==> src/design/kfi_pkg.sv <==
// Shared types, codes and constants of the keyframe interpolator.
package kfi_pkg;

  localparam int MaxFrames  = 16;
  localparam int ValueWidth = 32;
  localparam int NumValues  = 9;
  localparam int RatioFrac  = 16;
  localparam int DivSteps   = 32 + RatioFrac;

  localparam logic [31:0] RatioMax = 32'h4000_0000;
  localparam logic [31:0] BezOne   = 32'h0001_0000;

  typedef enum logic [1:0] {
    KIND_TICK  = 2'd0,
    KIND_LOAD  = 2'd1,
    KIND_CLEAR = 2'd2
  } kind_e;

  typedef enum logic [1:0] {
    MODE_CONST  = 2'd0,
    MODE_LINEAR = 2'd1,
    MODE_BEZIER = 2'd2,
    MODE_HOLD   = 2'd3
  } mode_e;

  typedef enum logic [2:0] {
    CFG_MODE        = 3'd0,
    CFG_REPEAT      = 3'd1,
    CFG_UPD_POS     = 3'd2,
    CFG_UPD_ANG     = 3'd3,
    CFG_UPD_SCL     = 3'd4,
    CFG_FRAME_COUNT = 3'd5
  } cfg_idx_e;

  typedef enum logic [4:0] {
    ST_IDLE,
    ST_LOAD,
    ST_T0,
    ST_T1,
    ST_T2,
    ST_T3,
    ST_DEC,
    ST_DIV,
    ST_COMP,
    ST_C_RD,
    ST_C_WR,
    ST_L_RA,
    ST_L_RB,
    ST_L_ST,
    ST_L_WT,
    ST_B_RD,
    ST_B_WR,
    ST_B_L0,
    ST_B_L1,
    ST_B_ST,
    ST_B_WT,
    ST_OUT
  } state_e;

  typedef struct packed {
    logic [1:0]         kind;
    logic [3:0]         frame_index;
    logic [1:0]         attribute;
    logic [31:0]        frame_time;
    logic signed [31:0] vec_x;
    logic signed [31:0] vec_y;
    logic signed [31:0] vec_z;
    logic [31:0]        elapsed;
  } in_t;

  typedef struct packed {
    logic signed [31:0] pos_x;
    logic signed [31:0] pos_y;
    logic signed [31:0] pos_z;
    logic signed [31:0] ang_x;
    logic signed [31:0] ang_y;
    logic signed [31:0] ang_z;
    logic signed [31:0] scl_x;
    logic signed [31:0] scl_y;
    logic signed [31:0] scl_z;
    logic               applied;
    logic               finished;
  } out_t;

endpackage

==> src/design/kfi_div.sv <==
// Bit-serial signed divider producing the Q.16 interpolation ratio.
module kfi_div (
  input  logic               clk_i,
  input  logic               rst_ni,
  input  logic               start_i,
  input  logic               bez_i,
  input  logic signed [32:0] num_i,
  input  logic signed [32:0] den_i,
  output logic               done_o,
  output logic signed [31:0] ratio_o
);

  localparam int QW = 32 + kfi_pkg::RatioFrac;
  localparam int CW = $clog2(kfi_pkg::DivSteps);

  logic [QW-1:0]  dq_q;
  logic [31:0]    rem_q;
  logic [31:0]    den_q;
  logic [CW-1:0]  cnt_q;
  logic           busy_q, fin_q, done_q;
  logic           neg_q, zero_q, bez_q;
  logic [31:0]    ratio_q;

  logic [32:0]    num_mag, den_mag, rsh, rdif;
  logic           ge;
  logic [31:0]    qm_lin, qm_bez, res_w;

  assign num_mag = num_i[32] ? 33'(-num_i) : 33'(num_i);
  assign den_mag = den_i[32] ? 33'(-den_i) : 33'(den_i);
  assign rsh     = {rem_q, dq_q[QW-1]};
  assign ge      = rsh >= {1'b0, den_q};
  assign rdif    = rsh - {1'b0, den_q};

  assign qm_lin = (dq_q > QW'(kfi_pkg::RatioMax)) ? kfi_pkg::RatioMax : dq_q[31:0];
  assign qm_bez = (dq_q > QW'(kfi_pkg::BezOne)) ? kfi_pkg::BezOne : dq_q[31:0];

  always_comb begin
    if (zero_q) begin
      res_w = '0;
    end else if (bez_q) begin
      res_w = neg_q ? '0 : qm_bez;
    end else begin
      res_w = neg_q ? 32'(-qm_lin) : qm_lin;
    end
  end

  always_ff @(posedge clk_i or negedge rst_ni) begin
    if (!rst_ni) begin
      busy_q <= 1'b0;
      fin_q  <= 1'b0;
      done_q <= 1'b0;
      cnt_q  <= '0;
    end else begin
      done_q <= 1'b0;
      if (start_i) begin
        busy_q <= 1'b1;
        cnt_q  <= '0;
      end else if (busy_q) begin
        cnt_q <= cnt_q + 1'b1;
        if (cnt_q == CW'(kfi_pkg::DivSteps - 1)) begin
          busy_q <= 1'b0;
          fin_q  <= 1'b1;
        end
      end else if (fin_q) begin
        fin_q  <= 1'b0;
        done_q <= 1'b1;
      end
    end
  end

  always_ff @(posedge clk_i) begin
    if (start_i) begin
      dq_q   <= {num_mag[31:0], {kfi_pkg::RatioFrac{1'b0}}};
      rem_q  <= '0;
      den_q  <= den_mag[31:0];
      neg_q  <= num_i[32] ^ den_i[32];
      zero_q <= (den_i == '0);
      bez_q  <= bez_i;
    end else if (busy_q) begin
      dq_q  <= {dq_q[QW-2:0], ge};
      rem_q <= ge ? rdif[31:0] : rsh[31:0];
    end
    if (fin_q) begin
      ratio_q <= res_w;
    end
  end

  assign done_o  = done_q;
  assign ratio_o = $signed(ratio_q);

endmodule

==> config.mk <==
export PLATFORM = sky130hd
export DESIGN_NAME = kfi_div
export DESIGN_NICKNAME = d
export VERILOG_FILES = /design/src/design/kfi_pkg.sv /design/src/design/kfi_div.sv
export SDC_FILE = /design/constraint.sdc
export NUM_CORES = 1
export LEC_CHECK = 0
export BUFFER_PORTS_ARGS = -buffer_cell sky130_fd_sc_hd__buf_2
export CAP_MARGIN = 20
export CELL_PAD_IN_SITES_DETAIL_PLACEMENT = 1
export CELL_PAD_IN_SITES_GLOBAL_PLACEMENT = 1
export CORE_MARGIN = 2
export CORE_UTILIZATION = 26
export DETAILED_ROUTE_END_ITERATION = 8
export PLACE_DENSITY = 0.59
export SLEW_MARGIN = 20
export SYNTH_ARGS = -nofsm -noshare
export SYNTH_HDL_FRONTEND = slang
export SYNTH_SLANG_ARGS = --single-unit
==> constraint.sdc <==
create_clock -name clk_i -period 4.2 [get_ports clk_i]
set_input_delay 0.84 -clock clk_i [delete_from_list [all_inputs] [get_ports clk_i]]
set_output_delay 0.84 -clock clk_i [all_outputs]
set_load 0.01 [all_outputs]
# Word-level counts from Yosys, hierarchy flattened
# Cells that the tools add are included.
dict set report classes {
  add_sub_neg 5
  order_cmp 3
  eq_ne 2
  mux 20
  bitwise 2
  reduce_logical 3
}
# operator n
set ops {}
lappend ops {{$mux 32} 8}
lappend ops {{$mux 48} 2}
lappend ops {{$neg 32->32} 3}
lappend ops {{$gt 48x17->1 const B} 1}
lappend ops {{$gt 48x31->1 const B} 1}
lappend ops {{$ge 33x32->1} 1}
lappend ops {{$logic_not 33->1} 1}
lappend ops {{$sub 32x32->32} 1}
lappend ops {{$mux 6} 2}
lappend ops {{$mux 1} 8}
lappend ops {{$add 6x1->6 const B} 1}
lappend ops {{$eq 6x6->1 const B} 1}
lappend ops {{$ne 2x1->1 const B} 1}
lappend ops {{$reduce_and 2->1} 1}
lappend ops {{$reduce_bool 2->1} 1}
lappend ops {{$not 1->1} 1}
lappend ops {{$xor 1x1->1} 1}
dict set report word_totals {
  ff_bits 156
  inputBits 70
  output_inout_bits 33
}

# Logic depth before layout (Yosys ltp)
dict set report depth {
  ltp_word 5
  depth_mapped 15
  depth_no_buf 12
}

# Least setup slack after synthesis
# No wires, ideal clock.
dict set report synth_timing {
  kind {flip-flop to flip-flop}
  from {register dq_q[2]}
  to {register ratio_q[14] (netlist: ratio_o[14]) (data pin)}
  t_arrival_ns 3.580
  t_required_ns 3.926
  path_slack_ns 0.347
  path_stages_with_launch 15
  period_less_slack_ns 3.853
  cell_sequence {dfxtp_1 > or4_1 > nor4b_2 > nand4_1 > a21oi_1 > buf_2 > buf_2 > nand2_1 > ha_1 > and2_1 > a211oi_1 > or3_1 > nand2_1 > o21ai_0 > a211oi_1}
}
dict set report synth_via {
  elab_chain_cells 5
}
# element line
set synth_rtl {}
lappend synth_rtl {{from (decl)} kfi_div.sv:16} ;# logic [QW-1:0] dq_q;
lappend synth_rtl {{from (signal assigned)} kfi_div.sv:73} ;# dq_q <= {num_mag[31:0], {kfi_pkg::RatioFrac{1'b0}}};
lappend synth_rtl {{from (signal assigned)} kfi_div.sv:80} ;# dq_q <= {dq_q[QW-2:0], ge};
lappend synth_rtl {{$gt 48x31->1} kfi_div.sv:34} ;# assign qm_lin = (dq_q > QW'(kfi_pkg::RatioMax)) ? kfi_pkg::RatioMax : dq_q[31:0];
lappend synth_rtl {{$mux 32} kfi_div.sv:34}
lappend synth_rtl {{$neg 32->32} kfi_div.sv:43} ;# res_w = neg_q ? 32'(-qm_lin) : qm_lin;
lappend synth_rtl {{$mux 32} kfi_div.sv:43}
lappend synth_rtl {{$mux 32 (*)} kfi_div.sv:40} ;# end else if (bez_q) begin
lappend synth_rtl {{to (signal assigned)} kfi_div.sv:84} ;# ratio_q <= res_w;
lappend synth_rtl {{to (decl)} kfi_div.sv:22} ;# logic [31:0] ratio_q;
# Mark *: on every way between the ends. The rest lies on a longest branch, timed or not.
# A chain may end at the register's enable or synchronous reset.

# Final worst setup path
dict set report layout_timing {
  from {register dq_q[22]}
  to {register ratio_q[14] (netlist: ratio_o[14]) (data pin)}
}
# The elaborated chain is that of the path after synthesis.

==> metrics.txt <==
die height 201 microns; Final Setup Violations 0; fillers 4,546; Gate power share 33.8%; Die X 201 microns; Post-Synthesis Net Count 1,222; static leakage 4.61 nW; Num CTS Buffers 17; synthesized area per cell 9.01 sq um; Mapped Cells 1,115; vias in the first global route 8,721; CTS tree done; EDFF count, synth 99; multi-input logic area 0.00551 sq mm; Initial Util 26.2%; post-route worst setup slack 348 ps; Hold Vio Cnt, Final 0; FP Rows 72; Worst R2R Start dq_q[22]; core box area 0.0384 sq mm; Ant. Diodes 0; Tmin final 3850 ps; GR Overflow Total 0; CTS clk-pin slew, worst paths 70 ps; post-CTS setup buffer count 0; io pins 103; Post-CTS Resized 0; RR Endpoint ratio_o[14]; DP Worst Slack 158 ps; GRT Total Usage 14.0%; Setup crit start kind flop; Placer Congestion 0.800; Synth cell types 71; sequential share of the synthesized area 41.4%; FF-to-FF path depth 12; sequential share of power 37.7%; slew margin rel. 33.3%; synthesized flop and latch total 156; port bufs 102; Worst VDD drop 0.256 mV; Data arrival, critical path 4000 ps; Final Power 0.00531 W; Pins Over Slew Limit 0; MaxCap Viol Count 0; Clock Latency Late Sink 450 ps; hold slack 236 ps; 1st-pass router iterations 4; sw frac 35.8%; routed length per instance 16.1 microns; outcome finished, final reports clean; CTS Buffer Depth 2; global-route wire length before repair 45.9 mm; area of the mapped netlist 0.0101 sq mm; Clock Sink Count 156; Die ar. 0.0402 sq mm; ys async rst share 5.77%; unrepaired setup endpoints after global routing false; pwr dens 452 mW/mm^2; critical path data required time 4350 ps; Hold-fix buffers, CTS 0; area grow syn2layout 16.8%; Routed WL 28.0 mm; FF+latch area 0.00416 sq mm; Sw Pwr 0.00190 W; DRC viols 0; Clock power frac 28.4%; Core Util, Final 30.6%; remaining antenna violation count after routing 0; Internal 0.00341 W; Period Utilization, post-route 91.7%; Fin Clk Skew 14.3 ps; vias 8,578; CP endpoint kind flop; Slew @ Worst Pin 1000 ps; Max Fclk 260 MHz; Synth warnings 0; largest net degree at the start of global routing 83; R2R setup slack 350 ps; Main synth FF type edfxtp_1; nets@finish 1,309; Root Driver clkbuf_16; critical path fanouts, max 8; layout cells sized above 1 14.7%; Setup Total Neg Slack 0 ps; Via density 4.95; Hold WC Path Type in2async; H-tree levels 4; crit path kind reg2reg; DPL Wire Length 20.6 mm; DRT iter0 DRCs 317; initial antenna violation count 0
-- worst max-delay path, cell delays in order (launching register included) --
cell	delay, ps
edfxtp_1	490
or4_1	630
nor4_1	320
nand4_1	210
a21oi_1	320
nand2_1	100
ha_1	300
and2_1	180
a211oi_1	490
or3_1	210
nand2_1	50
o21ai_0	160
a211oi_1	90
-- layout by cell type, fill, tap and decap left out, types with 18 or more instances in the layout --
cell type	Yosys	layout
nand2_1	120	120
nor2_1	106	106
buf_2	3	101
edfxtp_1	99	99
o21ai_0	85	85
a21oi_1	71	71
xnor2_1	65	65
inv_1	48	48
dfxtp_1	48	48
ha_1	36	36
mux2i_1	28	28
xor2_1	27	27
buf_4	0	22
nor3_1	21	21
a211oi_1	21	21
o31ai_1	18	18
clkbuf_16	0	18
-- Yosys cell counts, drive strengths merged, types with 18 or more instances --
cell type / number / area share [%]
a211oi: 22 / 1.7
a21oi: 71 / 3.5
clkbuf: 44 / 1.6
dfxtp: 48 / 9.6
edfxtp: 99 / 30
ha: 36 / 4.5
inv: 48 / 1.8
mux2i: 28 / 2.8
nand2: 120 / 4.5
nor2: 106 / 4.0
nor3: 21 / 1.0
o21ai: 85 / 4.2
o31ai: 19 / 1.6
or3: 18 / 1.2
xnor2: 65 / 5.7
xor2: 27 / 2.4
-- layer usage --
metal  track usage, %  up-vias  wire (microns)
met1             18.2     4165           13500
met3             2.55       20             750
met4             3.52        0             309
met5                0        -               0
li1                 -     4278               -
met2             24.1      115           13400
-- worst max path at each step --
stage | from | end | slack (ps) | depth (start not counted)
after floorplan | dq_q[2] | ratio_o[14] | 350 | 14
after global placement | den_i[8] | den_q[28] | 200 | 9
after detailed placement | den_i[8] | den_q[28] | 160 | 9
after CTS | dq_q[22] | ratio_o[14] | 390 | 12
after global routing | dq_q[22] | ratio_o[14] | 20 | 12
final | dq_q[22] | ratio_o[14] | 350 | 12
-- state kept, by name, summed over array words and instances (netlist names) --
register	flops
den_q	32
fin_q	1
zero_q	1
ratio_o	32
neg_q	1
done_o	1
dq_q	48
busy_q	1
bez_q	1
rem_q	32
cnt_q	6
-- area by class of cell --
class | instances | area share [%]
Tap cell | 518 | 5.52
Clock inverter | 11 | 0.704
Sequential cell | 156 | 35.4
Multi-Input combinational cell | 855 | 46.9
Clock buffer | 21 | 4.12
Inverter | 49 | 1.57
Timing Repair Buffer | 123 | 5.71
-- power by group through the flow --
stage	clock, W	combinational [W]	sequential (W)
CTS	0.00156	0.00181	0.00201
finish	0.00151	0.00180	0.00200
global route	0.00161	0.00203	0.00204
floorplan	0	0.00133	0.00197
global placement	0	0.00178	0.00203
detailed placement	0	0.00180	0.00204
-- logic make-up (layout without fill, tap and decap cells) --
| kind of cell | Yosys count | count (layout) | share of synthesized area, % |
|---|---|---|---|
| AND/OR/NAND/NOR | 386 | 386 | 18.7 |
| AO/OA/AOI/OAI | 311 | 311 | 20.4 |
| flip-flops | 156 | 156 | 41.4 |
| buffers and inverters | 104 | 204 | 3.92 |
| XOR/XNOR | 92 | 92 | 8.02 |
| adder cells (fa/ha/maj) | 37 | 37 | 4.68 |
| multiplexers | 29 | 29 | 2.90 |
-- metrics by stage --
step                instance area, sq um  cells
floorplan                          10100   1115
global route                       11700   1733
detailed placement                 11200   1701
global placement                   11200   1701
CTS                                11700   1733
finish                             11700   1733
Note: power is estimated with default switching activity, not from simulation.
