[config.mk]
export PLATFORM = sky130hd
export DESIGN_NAME = kfi_lerp
export DESIGN_NICKNAME = d
export VERILOG_FILES = /design/src/design/kfi_pkg.sv /design/src/design/kfi_lerp.sv
export SDC_FILE = /design/constraint.sdc
export NUM_CORES = 2
export LEC_CHECK = 0
export BUFFER_PORTS_ARGS = -buffer_cell sky130_fd_sc_hd__buf_4
export CORE_ASPECT_RATIO = 0.9
export CORE_UTILIZATION = 48
export DETAILED_ROUTE_END_ITERATION = 10
export HOLD_SLACK_MARGIN = 0.1
export PLACE_DENSITY_LB_ADDON = 0.08
export SLEW_MARGIN = 40
export SYNTH_ARGS = -nofsm -noshare
export SYNTH_HDL_FRONTEND = slang
export SYNTH_SLANG_ARGS = --single-unit
[constraint.sdc]
create_clock -name clk_i -period 17.8 [get_ports clk_i]
set_input_delay 0 -clock clk_i [delete_from_list [all_inputs] [get_ports clk_i]]
set_output_delay 0 -clock clk_i [all_outputs]
set_load 0.01 [all_outputs]
[src/design/kfi_pkg.sv]
// Shared types, codes and constants of the keyframe interpolator.
package kfi_pkg;

  localparam int MaxFrames  = 16;
  localparam int ValueWidth = 32;
  localparam int NumValues  = 9;
  localparam int RatioFrac  = 16;
  localparam int DivSteps   = 32 + RatioFrac;

  localparam logic [31:0] RatioMax = 32'h4000_0000;
  localparam logic [31:0] BezOne   = 32'h0001_0000;

  typedef enum logic [1:0] {
    KIND_TICK  = 2'd0,
    KIND_LOAD  = 2'd1,
    KIND_CLEAR = 2'd2
  } kind_e;

  typedef enum logic [1:0] {
    MODE_CONST  = 2'd0,
    MODE_LINEAR = 2'd1,
    MODE_BEZIER = 2'd2,
    MODE_HOLD   = 2'd3
  } mode_e;

  typedef enum logic [2:0] {
    CFG_MODE        = 3'd0,
    CFG_REPEAT      = 3'd1,
    CFG_UPD_POS     = 3'd2,
    CFG_UPD_ANG     = 3'd3,
    CFG_UPD_SCL     = 3'd4,
    CFG_FRAME_COUNT = 3'd5
  } cfg_idx_e;

  typedef enum logic [4:0] {
    ST_IDLE,
    ST_LOAD,
    ST_T0,
    ST_T1,
    ST_T2,
    ST_T3,
    ST_DEC,
    ST_DIV,
    ST_COMP,
    ST_C_RD,
    ST_C_WR,
    ST_L_RA,
    ST_L_RB,
    ST_L_ST,
    ST_L_WT,
    ST_B_RD,
    ST_B_WR,
    ST_B_L0,
    ST_B_L1,
    ST_B_ST,
    ST_B_WT,
    ST_OUT
  } state_e;

  typedef struct packed {
    logic [1:0]         kind;
    logic [3:0]         frame_index;
    logic [1:0]         attribute;
    logic [31:0]        frame_time;
    logic signed [31:0] vec_x;
    logic signed [31:0] vec_y;
    logic signed [31:0] vec_z;
    logic [31:0]        elapsed;
  } in_t;

  typedef struct packed {
    logic signed [31:0] pos_x;
    logic signed [31:0] pos_y;
    logic signed [31:0] pos_z;
    logic signed [31:0] ang_x;
    logic signed [31:0] ang_y;
    logic signed [31:0] ang_z;
    logic signed [31:0] scl_x;
    logic signed [31:0] scl_y;
    logic signed [31:0] scl_z;
    logic               applied;
    logic               finished;
  } out_t;

endpackage

[src/design/kfi_lerp.sv]
// Shared lerp unit: a + floor((b - a) * ratio / 2^16), saturated, one multiplier.
module kfi_lerp #(
  parameter int VALUE_WIDTH = kfi_pkg::ValueWidth
) (
  input  logic                          clk_i,
  input  logic                          rst_ni,
  input  logic                          start_i,
  input  logic signed [VALUE_WIDTH-1:0] a_i,
  input  logic signed [VALUE_WIDTH-1:0] b_i,
  input  logic signed [31:0]            ratio_i,
  output logic                          done_o,
  output logic signed [VALUE_WIDTH-1:0] y_o
);

  localparam int DW = VALUE_WIDTH + 1;
  localparam int MW = 17;
  localparam int PW = DW + MW;
  localparam int SW = PW + 1;
  localparam logic signed [SW-1:0] Hi =
    $signed({{(SW-VALUE_WIDTH+1){1'b0}}, {(VALUE_WIDTH-1){1'b1}}});
  localparam logic signed [SW-1:0] Lo = ~Hi;

  logic signed [VALUE_WIDTH-1:0] a_q, y_q;
  logic signed [DW-1:0]          diff_q;
  logic signed [PW-1:0]          phi_q, plo_q, prod;
  logic signed [MW-1:0]          mop;
  logic signed [SW-1:0]          sum;
  logic [1:0]                    ph_q;
  logic                          busy_q, done_q;

  // The ratio is split into a signed high half and an unsigned low half.
  assign mop  = (ph_q == 2'd0) ? MW'(ratio_i >>> kfi_pkg::RatioFrac)
                               : $signed({1'b0, ratio_i[15:0]});
  assign prod = diff_q * mop;
  assign sum  = SW'(a_q) + SW'(phi_q) + SW'(plo_q >>> kfi_pkg::RatioFrac);

  always_ff @(posedge clk_i or negedge rst_ni) begin
    if (!rst_ni) begin
      busy_q <= 1'b0;
      done_q <= 1'b0;
      ph_q   <= '0;
    end else begin
      done_q <= 1'b0;
      if (start_i) begin
        busy_q <= 1'b1;
        ph_q   <= '0;
      end else if (busy_q) begin
        ph_q <= ph_q + 1'b1;
        if (ph_q == 2'd2) begin
          busy_q <= 1'b0;
          done_q <= 1'b1;
        end
      end
    end
  end

  always_ff @(posedge clk_i) begin
    if (start_i) begin
      a_q    <= a_i;
      diff_q <= DW'(b_i) - DW'(a_i);
    end else if (busy_q) begin
      case (ph_q)
        2'd0: phi_q <= prod;
        2'd1: plo_q <= prod;
        default: begin
          if (sum > Hi) begin
            y_q <= Hi[VALUE_WIDTH-1:0];
          end else if (sum < Lo) begin
            y_q <= Lo[VALUE_WIDTH-1:0];
          end else begin
            y_q <= sum[VALUE_WIDTH-1:0];
          end
        end
      endcase
    end
  end

  assign done_o = done_q;
  assign y_o    = y_q;

endmodule

-- After elaboration in Yosys (flattened, before gate mapping)
Index checks and enable logic that the tools add are counted.
- register bits after elaboration: 201
- bits of input ports: 99
- output and inout port bits: 33
- word-level logic and storage cells: 35
- add/sub/neg operators: 4
- $mul: 1
- $lt $le $gt $ge: 2
- equality and inequality tests: 2
- mux-type cells: 10
- bitwise gates (word level): 2
- reductions and logical operators: 6
- operators by type and width (kind ; count):
    $add 32x50->51 ; 1
    $add 51x34->51 ; 1
    $gt 51x32->1 const B ; 1
    $lt 51x32->1 const B ; 1
    $mul 33x17->50 ; 1
    $sub 32x32->33 ; 1
    $mux 32 ; 1
    $mux 17 ; 1
    $reduce_and 3->1 ; 3
    $mux 1 ; 6
    $mux 2 ; 2
    $add 2x1->2 const B ; 1
    $eq 2x1->1 const B ; 1
    $eq 2x2->1 const B ; 1
    $logic_not 2->1 ; 1
    $not 1->1 ; 2
    $reduce_bool 2->1 ; 1
    $reduce_or 2->1 ; 1

-- Depth between registers and ports, before layout
- depth after elaboration: 4
- depth in mapped cells: 30
- gate-level depth less buffers: 28

-- Worst setup path before layout
OpenSTA, ideal clock, no wires.
- path type: reg-to-reg
- start point: reg ph_q[0]
- end point: reg phi_q[47] (data pin)
- library setup time: 0.263 ns
- arrival time: 7.327 ns
- data required time: 17.537 ns
- slack: 10.211 ns
- cell stages (with the launch flop): 29
- buffers on the path: 3
- period minus slack after synthesis: 7.589 ns
- path through: dfrtp_1 > inv_1 > ha_1 > clkbuf_1 > clkbuf_1 > mux2_2 > clkbuf_1 > nand2_1 > fa_1 > fa_1 > fa_1 > inv_1 > fa_1 > fa_1 > inv_1 > fa_1 > inv_1 > ha_1 > and4_1 > and2_1 > a221oi_1 > o21ai_0 > o21ai_0 > a21oi_1 > o31ai_1 > a31oi_1 > a21o_1 > a21oi_1 > xnor2_1
- cells in the longest elaborated chain, start to end: 3
- ends and longest elaborated chain (item ; RTL line ; RTL):
    from (decl) ; kfi_lerp.sv:28 ; logic [1:0] ph_q;
    from (signal assigned) ; kfi_lerp.sv:48 ; ph_q <= ph_q + 1'b1;
    $logic_not 2->1 ; kfi_lerp.sv:32 ; assign mop = (ph_q == 2'd0) ? MW'(ratio_i >>> kfi_pkg::RatioFrac)
    $mux 17 ; kfi_lerp.sv:32 ;
    $mul 33x17->50 ; kfi_lerp.sv:34 ; assign prod = diff_q * mop;
    via prod[47] ; kfi_lerp.sv:25 ; logic signed [PW-1:0] phi_q, plo_q, prod;
    to (signal assigned) ; kfi_lerp.sv:63 ; 2'd0: phi_q <= prod;
    to (decl) ; kfi_lerp.sv:25 ;
The timed path passes the listed nets, and every way through them passes these cells.
A chain may end at the register's enable or synchronous reset.

-- Worst setup path after layout
- start point: reg ph_q[0]
- end point: reg phi_q[49] (data pin)
Same word-level chain as after synthesis.

==> flow_metrics.py <==
metrics = {
    "floorplanning": {
        "rows": 87,
        "die_area_sq_mm": 0.0652,
        "floorplan.die.height_um": 242,
        "initial_core_util_pct": 48.9,
        "io_pins": 132,
        "die_outline_width_um": 269,
        "floorplan.core_area_sq_mm": 0.0630,
    },
    "sta": {
        "period_needed_ps": 8950,
        "max_freq_mhz": 112,
        "setup_viol": 0,
        "report.final.slew_viol_count": 0,
        "tightestPinTransition_ps": 877,
        "timing.final.hold_violations": 0,
        "setup_total_negative_slack_ps": 0,
        "rsz0062_at_grt": "no",
        "worst_setup_skew_after_layout_ps": 21.2,
        "timing.max_slew.rel_slack_pct": 41.1,
        "final_min_period_over_clock_period_pct": 50.3,
    },
    "hold_path": {
        "timing.hold.worst.class": "in2reg",
    },
    "drt": {
        "drt_iter0_markers": 1240,
        "drt.antenna.violating_nets": 0,
        "wl_mm": 86.4,
        "via_count": 22500,
        "viasPerCell": 5.46,
        "wl_per_cell_um": 21.0,
        "first_pass_iters": 5,
        "drcViolationCount": 0,
    },
    "clock_tree": {
        "post_cts_setup_buffer_count": 0,
        "worst_skew_pair.late_latency_ps": 460,
        "clk_root_buffer_cell": "sky130_fd_sc_hd__clkbuf_16",
        "cts_made_buffers": 17,
        "ctsResizeCount": 0,
        "clock_path_buffers": 2,
        "cts_sinks": 185,
        "clock_tree_from_tritoncts": "built",
        "clk_pin_slew_worst_paths_ps": 90,
        "cts-htree-levels": 4,
    },
    "grt": {
        "grt_max_degree": 51,
        "grt_util_all_layers_pct": 27.5,
        "grt_remaining_overflow": 0,
        "grt_pass1_vias": 24200,
        "antenna_found_initial": 1,
        "grt_first_pass_wirelength_mm": 136,
    },
    "placement": {
        "placement.io_buffers": 131,
        "place.detailed.hpwl_mm": 68.8,
        "gp_routability_congestion": 0.906,
    },
    "synth": {
        "largest_area_contributor_in_the_netlist": "sky130_fd_sc_hd__fa_1",
        "post_synth_most_frequent_cells": "sky130_fd_sc_hd__inv_1 (591), sky130_fd_sc_hd__fa_1 (588), sky130_fd_sc_hd__nand2_1 (383)",
        "synthesis.nets": 4009,
        "yosysSeqAreaShare_pct": 18.0,
        "most_used_standard_cell_by_instance_count_after_synthesis": "sky130_fd_sc_hd__inv_1",
        "ys.warnings.count": 0,
        "synth_largest_type_area_fraction_pct": 38.2,
        "post_synth_main_area_contributors": "sky130_fd_sc_hd__fa_1 (38%), sky130_fd_sc_hd__edfxtp_1 (18%), sky130_fd_sc_hd__ha_1 (8.2%)",
        "synthesis.instances": 3120,
        "synth.lib_cells_used.distinct": 75,
        "synth-seq-cells": 185,
        "synth-async-reset-ratio_pct": 2.16,
        "synth_area_sq_mm": 0.0308,
        "post_synth_edffs": 181,
        "predominant_post_synthesis_flop_cell": "sky130_fd_sc_hd__edfxtp_1",
        "syn-mean-instance-area_sq_um": 9.87,
    },
    "cells_and_area": {
        "filler_cell_count": 5725,
        "areaGrowthSynthToFinish_pct": 10.7,
        "antenna_cells_inserted": 0,
        "post_route_cells_drive_above_1_share_pct": 7.57,
        "final_nets": 4154,
    },
    "worst_setup_path": {
        "worst-endpoint-required_ps": 17990,
        "arrival_ps": 9140,
        "worst_setup_path_end_kind": "flip-flop",
        "worstSetupPathType": "reg2reg",
        "critical_path.startpoint_type": "flip-flop",
        "critical_path_peak_fanout": 33,
    },
    "flow_run": {
        "drv_cap": 0,
    },
    "run_status": {
        "run_status": "complete, no violations",
    },
}
-- layer usage --
layer | vias to the layer above | global-route usage (%) | part of all wire [%]
met2 | 609 | 46.1 | 49
met5 | - | 0 | 0
met3 | 109 | 3.48 | 5.0
li1 | 10100 | - | -
met1 | 11700 | 38.3 | 44
met4 | 0 | 5.30 | 1.7
-- area by class of cell --
type | count | area [sq um] | share of cell area (%)
multi-input cells | 2237 | 22700 | 66.5
clock inverters | 15 | 180 | 0.529
inverters | 591 | 2220 | 6.51
well taps | 845 | 1060 | 3.10
clock buffers | 17 | 425 | 1.25
repair buffers | 233 | 1990 | 5.83
flip-flops and latches | 185 | 5540 | 16.2
-- cells in the final DEF, fill, tap and decap left out, drive strengths merged, types with 7 or more instances in the layout --
cell type | netlist | final
o211ai | 13 | 13
a31oi | 17 | 17
nor2 | 107 | 107
nand3 | 24 | 24
mux2 | 14 | 14
buf | 9 | 174
clkbuf | 98 | 17
a21o | 75 | 75
dlygate4sd3 | 0 | 59
fa | 588 | 588
nand4 | 16 | 16
and2 | 194 | 194
o311ai | 10 | 10
and3 | 15 | 15
nand2 | 383 | 383
xor2 | 34 | 34
o21bai | 17 | 17
inv | 591 | 598
a21oi | 115 | 115
clkinv | 0 | 7
or2 | 10 | 10
o21ai | 80 | 80
edfxtp | 181 | 181
a211oi | 16 | 16
xnor2 | 83 | 83
nor3 | 28 | 28
nand2b | 18 | 18
o21a | 18 | 18
ha | 202 | 202
nor2b | 85 | 85
-- per-stage QoR --
step                      hold slack, ps  setup slack, ps  utilization, %  cells  cell area, sq um
after floorplan                     -296            10210               -   3120             30800
after CTS                            107             8870            53.9   4117             34000
final                                123             8850            54.1   4123             34100
after global placement              -199             9060            51.8   4013             32600
after global routing                 143             8370            54.1   4123             34100
after detailed placement            -198             8920            52.0   4026             32800
-- cells by family after synthesis --
group / share of synthesized area (%)
AND/OR/NAND/NOR: 14.3
AO/OA/AOI/OAI: 8.68
adder cells (fa/ha/maj): 46.4
multiplexers: 0.675
flip-flops: 18.0
buffers and inverters: 8.58
XOR/XNOR: 3.33
-- what timing repair did --
| item | in CTS | in global routing |
|---|---|---|
| hold buffers | 59 | 0 |
| hold endpoints to repair | 81 | 0 |
| endpoints found under the setup margin | 0 | 0 |
-- path summary, 6_finish.rpt --
path                                     start                    to  slack [ps]  cells after the start
setup / recovery           ph_q[0]$_DFFE_PN0P_   phi_q[49]$_DFFE_PP_        8850                     25
hold / removal                         b_i[26]  diff_q[26]$_DFFE_PP_         120                      3
hold reg to reg               busy_q$_DFF_PN0_      busy_q$_DFF_PN0_         570                      1
max in group asynchronous               rst_ni      busy_q$_DFF_PN0_       17200                      3
min in group asynchronous               rst_ni      done_o$_DFF_PN0_         430                      3
setup reg to reg           ph_q[0]$_DFFE_PN0P_   phi_q[49]$_DFFE_PP_        8850                     25
-- critical path: stages, from the launching register on --
cell,delay [ps]
sky130_fd_sc_hd__dfrtp_1,410
sky130_fd_sc_hd__inv_1,120
sky130_fd_sc_hd__ha_1,160
sky130_fd_sc_hd__buf_4,360
sky130_fd_sc_hd__mux2_2,830
sky130_fd_sc_hd__nand2_1,180
sky130_fd_sc_hd__fa_1,540
sky130_fd_sc_hd__fa_1,540
sky130_fd_sc_hd__fa_1,540
sky130_fd_sc_hd__inv_1,70
sky130_fd_sc_hd__fa_1,490
sky130_fd_sc_hd__fa_1,490
sky130_fd_sc_hd__inv_1,50
sky130_fd_sc_hd__fa_1,490
sky130_fd_sc_hd__inv_1,50
sky130_fd_sc_hd__ha_1,330
sky130_fd_sc_hd__and4_1,270
sky130_fd_sc_hd__and2_1,170
sky130_fd_sc_hd__a221oi_1,530
sky130_fd_sc_hd__o21ai_0,270
sky130_fd_sc_hd__o21ai_0,440
sky130_fd_sc_hd__a21oi_1,150
sky130_fd_sc_hd__o31ai_1,390
sky130_fd_sc_hd__a31oi_1,260
sky130_fd_sc_hd__a311oi_1,410
sky130_fd_sc_hd__xnor2_1,120
-- registers in the layout, summed over array words and instances (netlist names) --
name and flops:
done_o 1, busy_q 1, phi_q 50, y_o 32, plo_q 34, a_q 32
diff_q 33, ph_q 2
Power is left out: the tool's default activity adds up to more than one toggle a clock period on the data nets, which glitch-free logic cannot reach.
